--- src/design/sfd_pkg.sv ---
// Shared types and constants for the SLIP frame decoder.
// No dependencies; the decode, top-level and checker files refer to this package by scoped names.
package sfd_pkg;

   // SLIP special characters.
   localparam logic [7:0] SLIP_END     = 8'hC0;
   localparam logic [7:0] SLIP_ESC     = 8'hDB;
   localparam logic [7:0] SLIP_ESC_END = 8'hDC;
   localparam logic [7:0] SLIP_ESC_ESC = 8'hDD;

   // Reset value of the maximum frame length register.
   localparam logic [15:0] MAX_LEN_RESET = 16'd1500;

   // Result kinds.
   typedef enum logic [1:0] {
      KIND_DATA   = 2'd0,
      KIND_END    = 2'd1,
      KIND_OVF    = 2'd2,
      KIND_BADESC = 2'd3
   } kind_type;

   // Deframer state carried from one byte to the next.
   typedef struct packed {
      logic        in_frame;
      logic        escaped;
      logic [15:0] byte_count;
   } state_type;

   // One result, as driven on the response channel.
   typedef struct packed {
      kind_type    kind;
      logic [7:0]  out_byte;
      logic [15:0] frame_len;
      logic        last;
   } result_type;

endpackage

--- src/design/sfd_req_if.sv ---
// Request channel of the SLIP frame decoder: one raw received byte per request.
// Stands alone; no package is needed.
interface sfd_req_if;
   logic       valid;
   logic       ready;
   logic [7:0] rx_byte;

   modport source (output valid, output rx_byte, input ready);
   modport sink   (input valid, input rx_byte, output ready);
endinterface

--- src/design/sfd_rsp_if.sv ---
// Response channel of the SLIP frame decoder: decoded bytes, frame ends and errors.
// Stands alone; no package is needed.
interface sfd_rsp_if;
   logic        valid;
   logic        ready;
   logic [1:0]  kind;
   logic [7:0]  out_byte;
   logic [15:0] frame_len;
   logic        last;

   modport source (output valid, output kind, output out_byte, output frame_len,
                   output last, input ready);
   modport sink   (input valid, input kind, input out_byte, input frame_len,
                   input last, output ready);
endinterface

--- src/design/sfd_decode.sv ---
// Combinational decode of one raw byte against the current deframer state.
// Depends on sfd_pkg for the state and result types and the SLIP characters.
module sfd_decode (
   input  sfd_pkg::state_type  state_cur,
   input  logic [7:0]          rx_byte,
   input  logic [15:0]         max_len,
   output sfd_pkg::state_type  state_nxt,
   output logic                has_result,
   output sfd_pkg::result_type result
);

   // Decide the next state and the optional result for this byte.
   always_comb begin
      state_nxt  = state_cur;
      has_result = 1'b0;
      result     = '0;
      result.kind = sfd_pkg::KIND_DATA;

      if (!state_cur.in_frame) begin
         // Hunting: only END opens a frame, everything else is dropped.
         if (rx_byte == sfd_pkg::SLIP_END) begin
            state_nxt.in_frame   = 1'b1;
            state_nxt.escaped    = 1'b0;
            state_nxt.byte_count = '0;
         end
      end else if (state_cur.byte_count == max_len) begin
         // Frame is full: whatever arrives is an overflow.
         state_nxt   = '0;
         has_result  = 1'b1;
         result.kind = sfd_pkg::KIND_OVF;
         result.last = 1'b1;
      end else if (rx_byte == sfd_pkg::SLIP_END) begin
         // END closes the frame; an empty frame reports nothing.
         state_nxt = '0;
         if (state_cur.byte_count != '0) begin
            has_result       = 1'b1;
            result.kind      = sfd_pkg::KIND_END;
            result.frame_len = state_cur.byte_count;
            result.last      = 1'b1;
         end
      end else if (rx_byte == sfd_pkg::SLIP_ESC) begin
         state_nxt.escaped = 1'b1;
      end else if (state_cur.escaped) begin
         // Second byte of an escape sequence.
         case (rx_byte)
            sfd_pkg::SLIP_ESC_ESC: begin
               state_nxt.escaped    = 1'b0;
               state_nxt.byte_count = state_cur.byte_count + 16'd1;
               has_result           = 1'b1;
               result.out_byte      = sfd_pkg::SLIP_ESC;
            end
            sfd_pkg::SLIP_ESC_END: begin
               state_nxt.escaped    = 1'b0;
               state_nxt.byte_count = state_cur.byte_count + 16'd1;
               has_result           = 1'b1;
               result.out_byte      = sfd_pkg::SLIP_END;
            end
            default: begin
               state_nxt   = '0;
               has_result  = 1'b1;
               result.kind = sfd_pkg::KIND_BADESC;
               result.last = 1'b1;
            end
         endcase
      end else begin
         // Plain data byte passes through.
         state_nxt.byte_count = state_cur.byte_count + 16'd1;
         has_result           = 1'b1;
         result.out_byte      = rx_byte;
      end
   end

endmodule

--- src/design/slip_frame_decoder_core.sv ---
// Top level of the SLIP frame decoder: input register, decode, result register.
// Depends on sfd_pkg, sfd_req_if, sfd_rsp_if and sfd_decode.
//
//  Channel | Direction | Payload                             | Handshake
//  --------+-----------+-------------------------------------+---------------------
//  req     | in        | rx_byte[7:0]                        | valid / ready
//  rsp     | out       | kind, out_byte, frame_len, last     | valid / ready
//  csr     | in        | csr_wr_data[15:0] (max_len)         | csr_wr_en, no wait
//
// One byte is accepted per cycle while req ready is high; its result, if any, passes
// through the request register, decode and result register to the response port.
// A byte that causes no result offers nothing on the response port.
// Reset is synchronous and returns to hunting with max_len at its reset value.
// A stalled response holds the result register; the request register then
// holds too, and req ready falls only when both are full.
module slip_frame_decoder_core #(
   parameter logic [15:0] MAX_LEN_RESET = sfd_pkg::MAX_LEN_RESET
) (
   input  logic        clock,
   input  logic        reset,
   sfd_req_if.sink     req_chan,
   sfd_rsp_if.source   rsp_chan,
   input  logic        csr_wr_en,
   input  logic [15:0] csr_wr_data
);

   logic                req_vld_ff, req_vld_in;
   logic [7:0]          req_byte_ff;
   logic                rsp_vld_ff, rsp_vld_in;
   sfd_pkg::result_type rsp_data_ff;
   sfd_pkg::state_type  state_ff, state_in;
   logic [15:0]         max_len_ff;
   logic                has_result;
   sfd_pkg::result_type result;
   logic                advance;
   logic                req_take;

   // The held byte moves on when the result register is free or draining.
   assign advance  = req_vld_ff && (!rsp_vld_ff || rsp_chan.ready);
   assign req_take = req_chan.valid && req_chan.ready;
   assign req_chan.ready = !req_vld_ff || advance;

   sfd_decode u_decode (
      .state_cur  (state_ff),
      .rx_byte    (req_byte_ff),
      .max_len    (max_len_ff),
      .state_nxt  (state_in),
      .has_result (has_result),
      .result     (result)
   );

   // Request register.
   assign req_vld_in = req_take || (req_vld_ff && !advance);

   always_ff @(posedge clock) begin
      if (reset) begin
         req_vld_ff <= 1'b0;
      end else begin
         req_vld_ff <= req_vld_in;
      end
      if (req_take) begin
         req_byte_ff <= req_chan.rx_byte;
      end
   end

   // Deframer state and configuration register.
   always_ff @(posedge clock) begin
      if (reset) begin
         state_ff   <= '0;
         max_len_ff <= MAX_LEN_RESET;
      end else begin
         if (advance) begin
            state_ff <= state_in;
         end
         if (csr_wr_en) begin
            max_len_ff <= csr_wr_data;
         end
      end
   end

   // Result register.
   assign rsp_vld_in = advance ? has_result : (rsp_vld_ff && !rsp_chan.ready);

   always_ff @(posedge clock) begin
      if (reset) begin
         rsp_vld_ff <= 1'b0;
      end else begin
         rsp_vld_ff <= rsp_vld_in;
      end
      if (advance && has_result) begin
         rsp_data_ff <= result;
      end
   end

   assign rsp_chan.valid     = rsp_vld_ff;
   assign rsp_chan.kind      = rsp_data_ff.kind;
   assign rsp_chan.out_byte  = rsp_data_ff.out_byte;
   assign rsp_chan.frame_len = rsp_data_ff.frame_len;
   assign rsp_chan.last      = rsp_data_ff.last;

endmodule

--- src/flat_wrapper.sv ---
// flat-port wrapper written by rule: the top's interface ports become plain ports
module slip_frame_decoder_core_flat 
#(
   parameter logic [15:0] MAX_LEN_RESET = sfd_pkg::MAX_LEN_RESET
)
  (clock, reset, csr_wr_en, csr_wr_data, req_chan_valid, req_chan_rx_byte, req_chan_ready, rsp_chan_valid, rsp_chan_kind, rsp_chan_out_byte, rsp_chan_frame_len, rsp_chan_last, rsp_chan_ready);
  sfd_req_if req_chan_i ();
  sfd_rsp_if rsp_chan_i ();
  input  logic clock;
  input  logic reset;
  input  logic csr_wr_en;
  input  logic [15:0] csr_wr_data;
  input wire logic [$bits(req_chan_i.valid)-1:0] req_chan_valid;
  input wire logic [$bits(req_chan_i.rx_byte)-1:0] req_chan_rx_byte;
  output wire logic [$bits(req_chan_i.ready)-1:0] req_chan_ready;
  output wire logic [$bits(rsp_chan_i.valid)-1:0] rsp_chan_valid;
  output wire logic [$bits(rsp_chan_i.kind)-1:0] rsp_chan_kind;
  output wire logic [$bits(rsp_chan_i.out_byte)-1:0] rsp_chan_out_byte;
  output wire logic [$bits(rsp_chan_i.frame_len)-1:0] rsp_chan_frame_len;
  output wire logic [$bits(rsp_chan_i.last)-1:0] rsp_chan_last;
  input wire logic [$bits(rsp_chan_i.ready)-1:0] rsp_chan_ready;
  assign req_chan_i.valid = req_chan_valid;
  assign req_chan_i.rx_byte = req_chan_rx_byte;
  assign req_chan_ready = req_chan_i.ready;
  assign rsp_chan_valid = rsp_chan_i.valid;
  assign rsp_chan_kind = rsp_chan_i.kind;
  assign rsp_chan_out_byte = rsp_chan_i.out_byte;
  assign rsp_chan_frame_len = rsp_chan_i.frame_len;
  assign rsp_chan_last = rsp_chan_i.last;
  assign rsp_chan_i.ready = rsp_chan_ready;
  slip_frame_decoder_core #(.MAX_LEN_RESET(MAX_LEN_RESET)) u_core (.clock(clock), .reset(reset), .req_chan(req_chan_i), .rsp_chan(rsp_chan_i), .csr_wr_en(csr_wr_en), .csr_wr_data(csr_wr_data));
endmodule
--- config.mk ---
export PLATFORM = sky130hd
export DESIGN_NAME = slip_frame_decoder_core_flat
export DESIGN_NICKNAME = d
export VERILOG_FILES = /design/src/design/sfd_pkg.sv /design/src/design/sfd_req_if.sv /design/src/design/sfd_rsp_if.sv /design/src/design/sfd_decode.sv /design/src/design/slip_frame_decoder_core.sv /design/src/flat_wrapper.sv
export SDC_FILE = /design/constraint.sdc
export NUM_CORES = 1
export LEC_CHECK = 0
export ABC_CLOCK_PERIOD_IN_PS = 3520
export BUFFER_PORTS_ARGS = -buffer_cell sky130_fd_sc_hd__buf_2
export CORE_MARGIN = 4
export CORE_UTILIZATION = 59
export CTS_BUF_LIST = sky130_fd_sc_hd__clkbuf_4
export DETAILED_ROUTE_END_ITERATION = 8
export PLACE_DENSITY_LB_ADDON = 0.3
export SLEW_MARGIN = 20
export SYNTH_ARGS = -nofsm -noshare
export SYNTH_HDL_FRONTEND = slang
export SYNTH_HIERARCHICAL = 1
export SYNTH_SLANG_ARGS = --single-unit
export TNS_END_PERCENT = 50
--- constraint.sdc ---
create_clock -name clock -period 3.52 [get_ports clock]
set_input_delay 1.056 -clock clock [delete_from_list [all_inputs] [get_ports clock]]
set_output_delay 1.056 -clock clock [all_outputs]
set_load 0.05 [all_outputs]
==> out/qor.yml <==
outcome: "completed"
vias_per_cell: 5.86
synthArstFlopShare_pct: 0
die_h_um: 87.3
track_usage_pct: 22.4
critical_path.max_fanout: 5
maxCapViolCount: 0
synth_ff_type: "dfxtp_1"
postRouteWirelength_mm: 8.16
nFillCells: 445
crit_path_top_delay_cell: "buf_2"
cpLargestDelayFamily: "buffers and inverters"
synth_edf_count: 35
timing.rr.start: "u_core/state_ff[1]"
area_growth_pct: 13.0
post_cts_buffers: 0
clockRootBuffer: "clkbuf_4"
clk_pin_slew_worst_paths_ns: 0.11
cts.htree.levels: 3
yosysSeqAreaShare_pct: 47.7
worstMarginPinSlew_ns: 0.743
utilization_pct: 69.6
cp.depth: 4
maxSlewHeadroom_pct: 50.4
dieArea_sq_um: 7620
synth_area_leader_cell: "edfxtp_1"
final_nets: 445
finalSetupViolCount: 0
dr.pass1.iters: 5
wire_per_inst_um: 16.5
fp.dieW_um: 87.3
postCtsHoldBufs: 0
via_count: 2893
worstSetupStartpoint: "rsp_chan_ready"
hold_violations: 0
slew_viol_final: 0
syn-cell-area_sq_um: 3710
end_kind: "output port"
antenna_cells: 0
fmax_mhz: 374
overflow: 0
power_density_nw_per_um2: 408
portBuffers: 57
clk_path_buf_depth: 2
synth_fp_nets: 397
cts.repair.resized: 0
core_area_sq_um: 6030
cellLeakagePower_nw: 1.52
fin_cells: 494
worstSetupPathType: "input pin to output port"
dp_hpwl_mm: 5.58
synth_seq_cells: 71
power.total_mw: 1.71
crit_buf_inv: 2
critical_path.most_common_cell: "buf_2"
rows: 28
yosysWarnings: 6
pre_cts_ws_ns: 0.836
clk_latency_ns: 0.42
tns_ns: 0
ys_top_cells_by_count: "38 x nand2b_1, 36 x dfxtp_1, 35 x edfxtp_1"
syn_avg_cell_area_sq_um: 10.1
min_path_cells: 2
grt_pass1_vias: 2708
syn_inst: 366
gp_congestion: 0.881
first_iter_violations: 231
vdd_drop_max_uv: 333
r2r-end: "u_core/rsp_chan.frame_len[0]"
initial_core_util_pct: 61.6
holdCritPathClass: "flop to flop"
grt_max_degree: 55
drive_gt1_share_pct: 20.0
path_cells: "buf_2, nor2b_4, nand2_1, buf_2"
synth.most_common_cell: "nand2b_1"
cp.required_ns: 2.46
r2r_cells: 7
rsz0062_at_grt: "no"
period_share_pct: 76.0
grt_pass1_wl_mm: 13.3
cts.sinks: 71
numCtsBuffers: 9
startpoint_type: "input pin"
dp_cells: 478
critPathMaxStageDelay_ns: 0.21
fin_ws_ns: 0.844
tritoncts: "yes"
final.setup_skew_ns: 0.0165
period_needed_ns: 2.68
antenna_found_initial: 0
final_antenna_net_count: 0
cp-endpoint: "req_chan_ready"
rrSetupSlack_ns: 0.88
synth_top_area_share_pct: 28.3
yosys-top-cells-area: "edfxtp_1 28%, dfxtp_1 19%, mux2i_1 7.6%"
crit_arrival_ns: 1.62
yosysUniqueCellTypes: 52
drc: 0
io_pins: 58
==> layout by cell type (no fill, tap or decap), drive strengths merged, types with 4 or more instances in the layout <==
cell,Yosys,final
nor2,20,20
inv,4,4
mux2i,28,28
nor3,14,14
nand2b,38,38
and2,13,13
clkbuf,13,10
a21oi,10,10
a211oi,4,4
edfxtp,35,35
nand4,4,4
bufinv,0,4
dfxtp,36,36
buf,12,62
clkinv,2,4
a211o,8,8
nor2b,10,10
nor4,11,11
nand2,24,24
xnor2,4,4
xor2,16,16
nand3,6,6
or3,5,5
and3,6,6
o21ai,9,9
==> cell families after synthesis <==
family	after synthesis	share of synthesized area, %
buf+inv	31	4.52
xor+xnor	20	4.72
compound gates	48	9.27
mux	28	7.55
simple gates	166	25.5
fa+ha+maj	2	0.674
flops	71	47.7
==> how the worst min path moves through the flow <==
stage | start | to | slack, ns
global placement | u_core/max_len_ff[15] | u_core/max_len_ff[15] | 0.50
finish | u_core/max_len_ff[15] | u_core/max_len_ff[15] | 0.54
floorplan | u_core/state_ff[9] | u_core/state_ff[9] | 0.45
global route | u_core/max_len_ff[9] | u_core/max_len_ff[9] | 0.57
detailed placement | u_core/max_len_ff[15] | u_core/max_len_ff[15] | 0.52
CTS | u_core/max_len_ff[15] | u_core/max_len_ff[15] | 0.54
==> power breakdown <==
| group | switching, mW | internal, mW |
|---|---|---|
| Sequential | 0.0141 | 0.881 |
| Clock | 0.294 | 0.438 |
| Combinational | 0.0416 | 0.0433 |
| Total | 0.349 | 1.36 |
==> state kept, by name, indices dropped and copies added (netlist names) <==
| register | flops |
|---|---|
| u_core/max_len_ff | 16 |
| u_core/req_byte_ff | 8 |
| u_core/req_vld_ff | 1 |
| u_core/rsp_chan.frame_len | 16 |
| u_core/rsp_chan.kind | 2 |
| u_core/rsp_chan.last | 1 |
| u_core/rsp_chan.out_byte | 8 |
| u_core/rsp_chan.valid | 1 |
| u_core/state_ff | 18 |
==> area by class of cell <==
cell class	instances	area [sq um]	share of cell area, %
clock buffers	10	75.1	1.79
clock inverters	6	133	3.16
inverters	6	22.5	0.537
multi-input cells	264	1770	42.3
flip-flops and latches	71	1770	42.3
well taps	75	93.8	2.24
repair buffers	62	323	7.70
==> layer usage <==
layer / vias to the layer above / wire length (um) / global-route usage, %
li1: 1410 / - / -
met2: 123 / 3980 / 37.3
met3: 18 / 541 / 5.01
met1: 1342 / 3510 / 28.7
met5: - / 0 / 0
met4: 0 / 130 / 7.67
==> stage by stage <==
| step | hold WS (ns) | instance area, sq um |
|---|---|---|
| 2_1_floorplan | 0.445 | 3710 |
| 3_3_place_gp | 0.498 | 3990 |
| 3_5_place_dp | 0.515 | 3990 |
| 4_1_cts | 0.543 | 4190 |
| 5_1_grt | 0.567 | 4190 |
| 6_report | 0.539 | 4190 |
==> worst reg2reg max path, cell delays in order (launching register included) <==
cell,delay [ns]
dfxtp_1,0.56
xor2_1,0.12
nor4_1,0.46
nand4_1,0.35
a21oi_1,0.31
nand2_1,0.10
nor2_2,0.08
buf_4,0.32
Power figures use the tool's default switching activity.
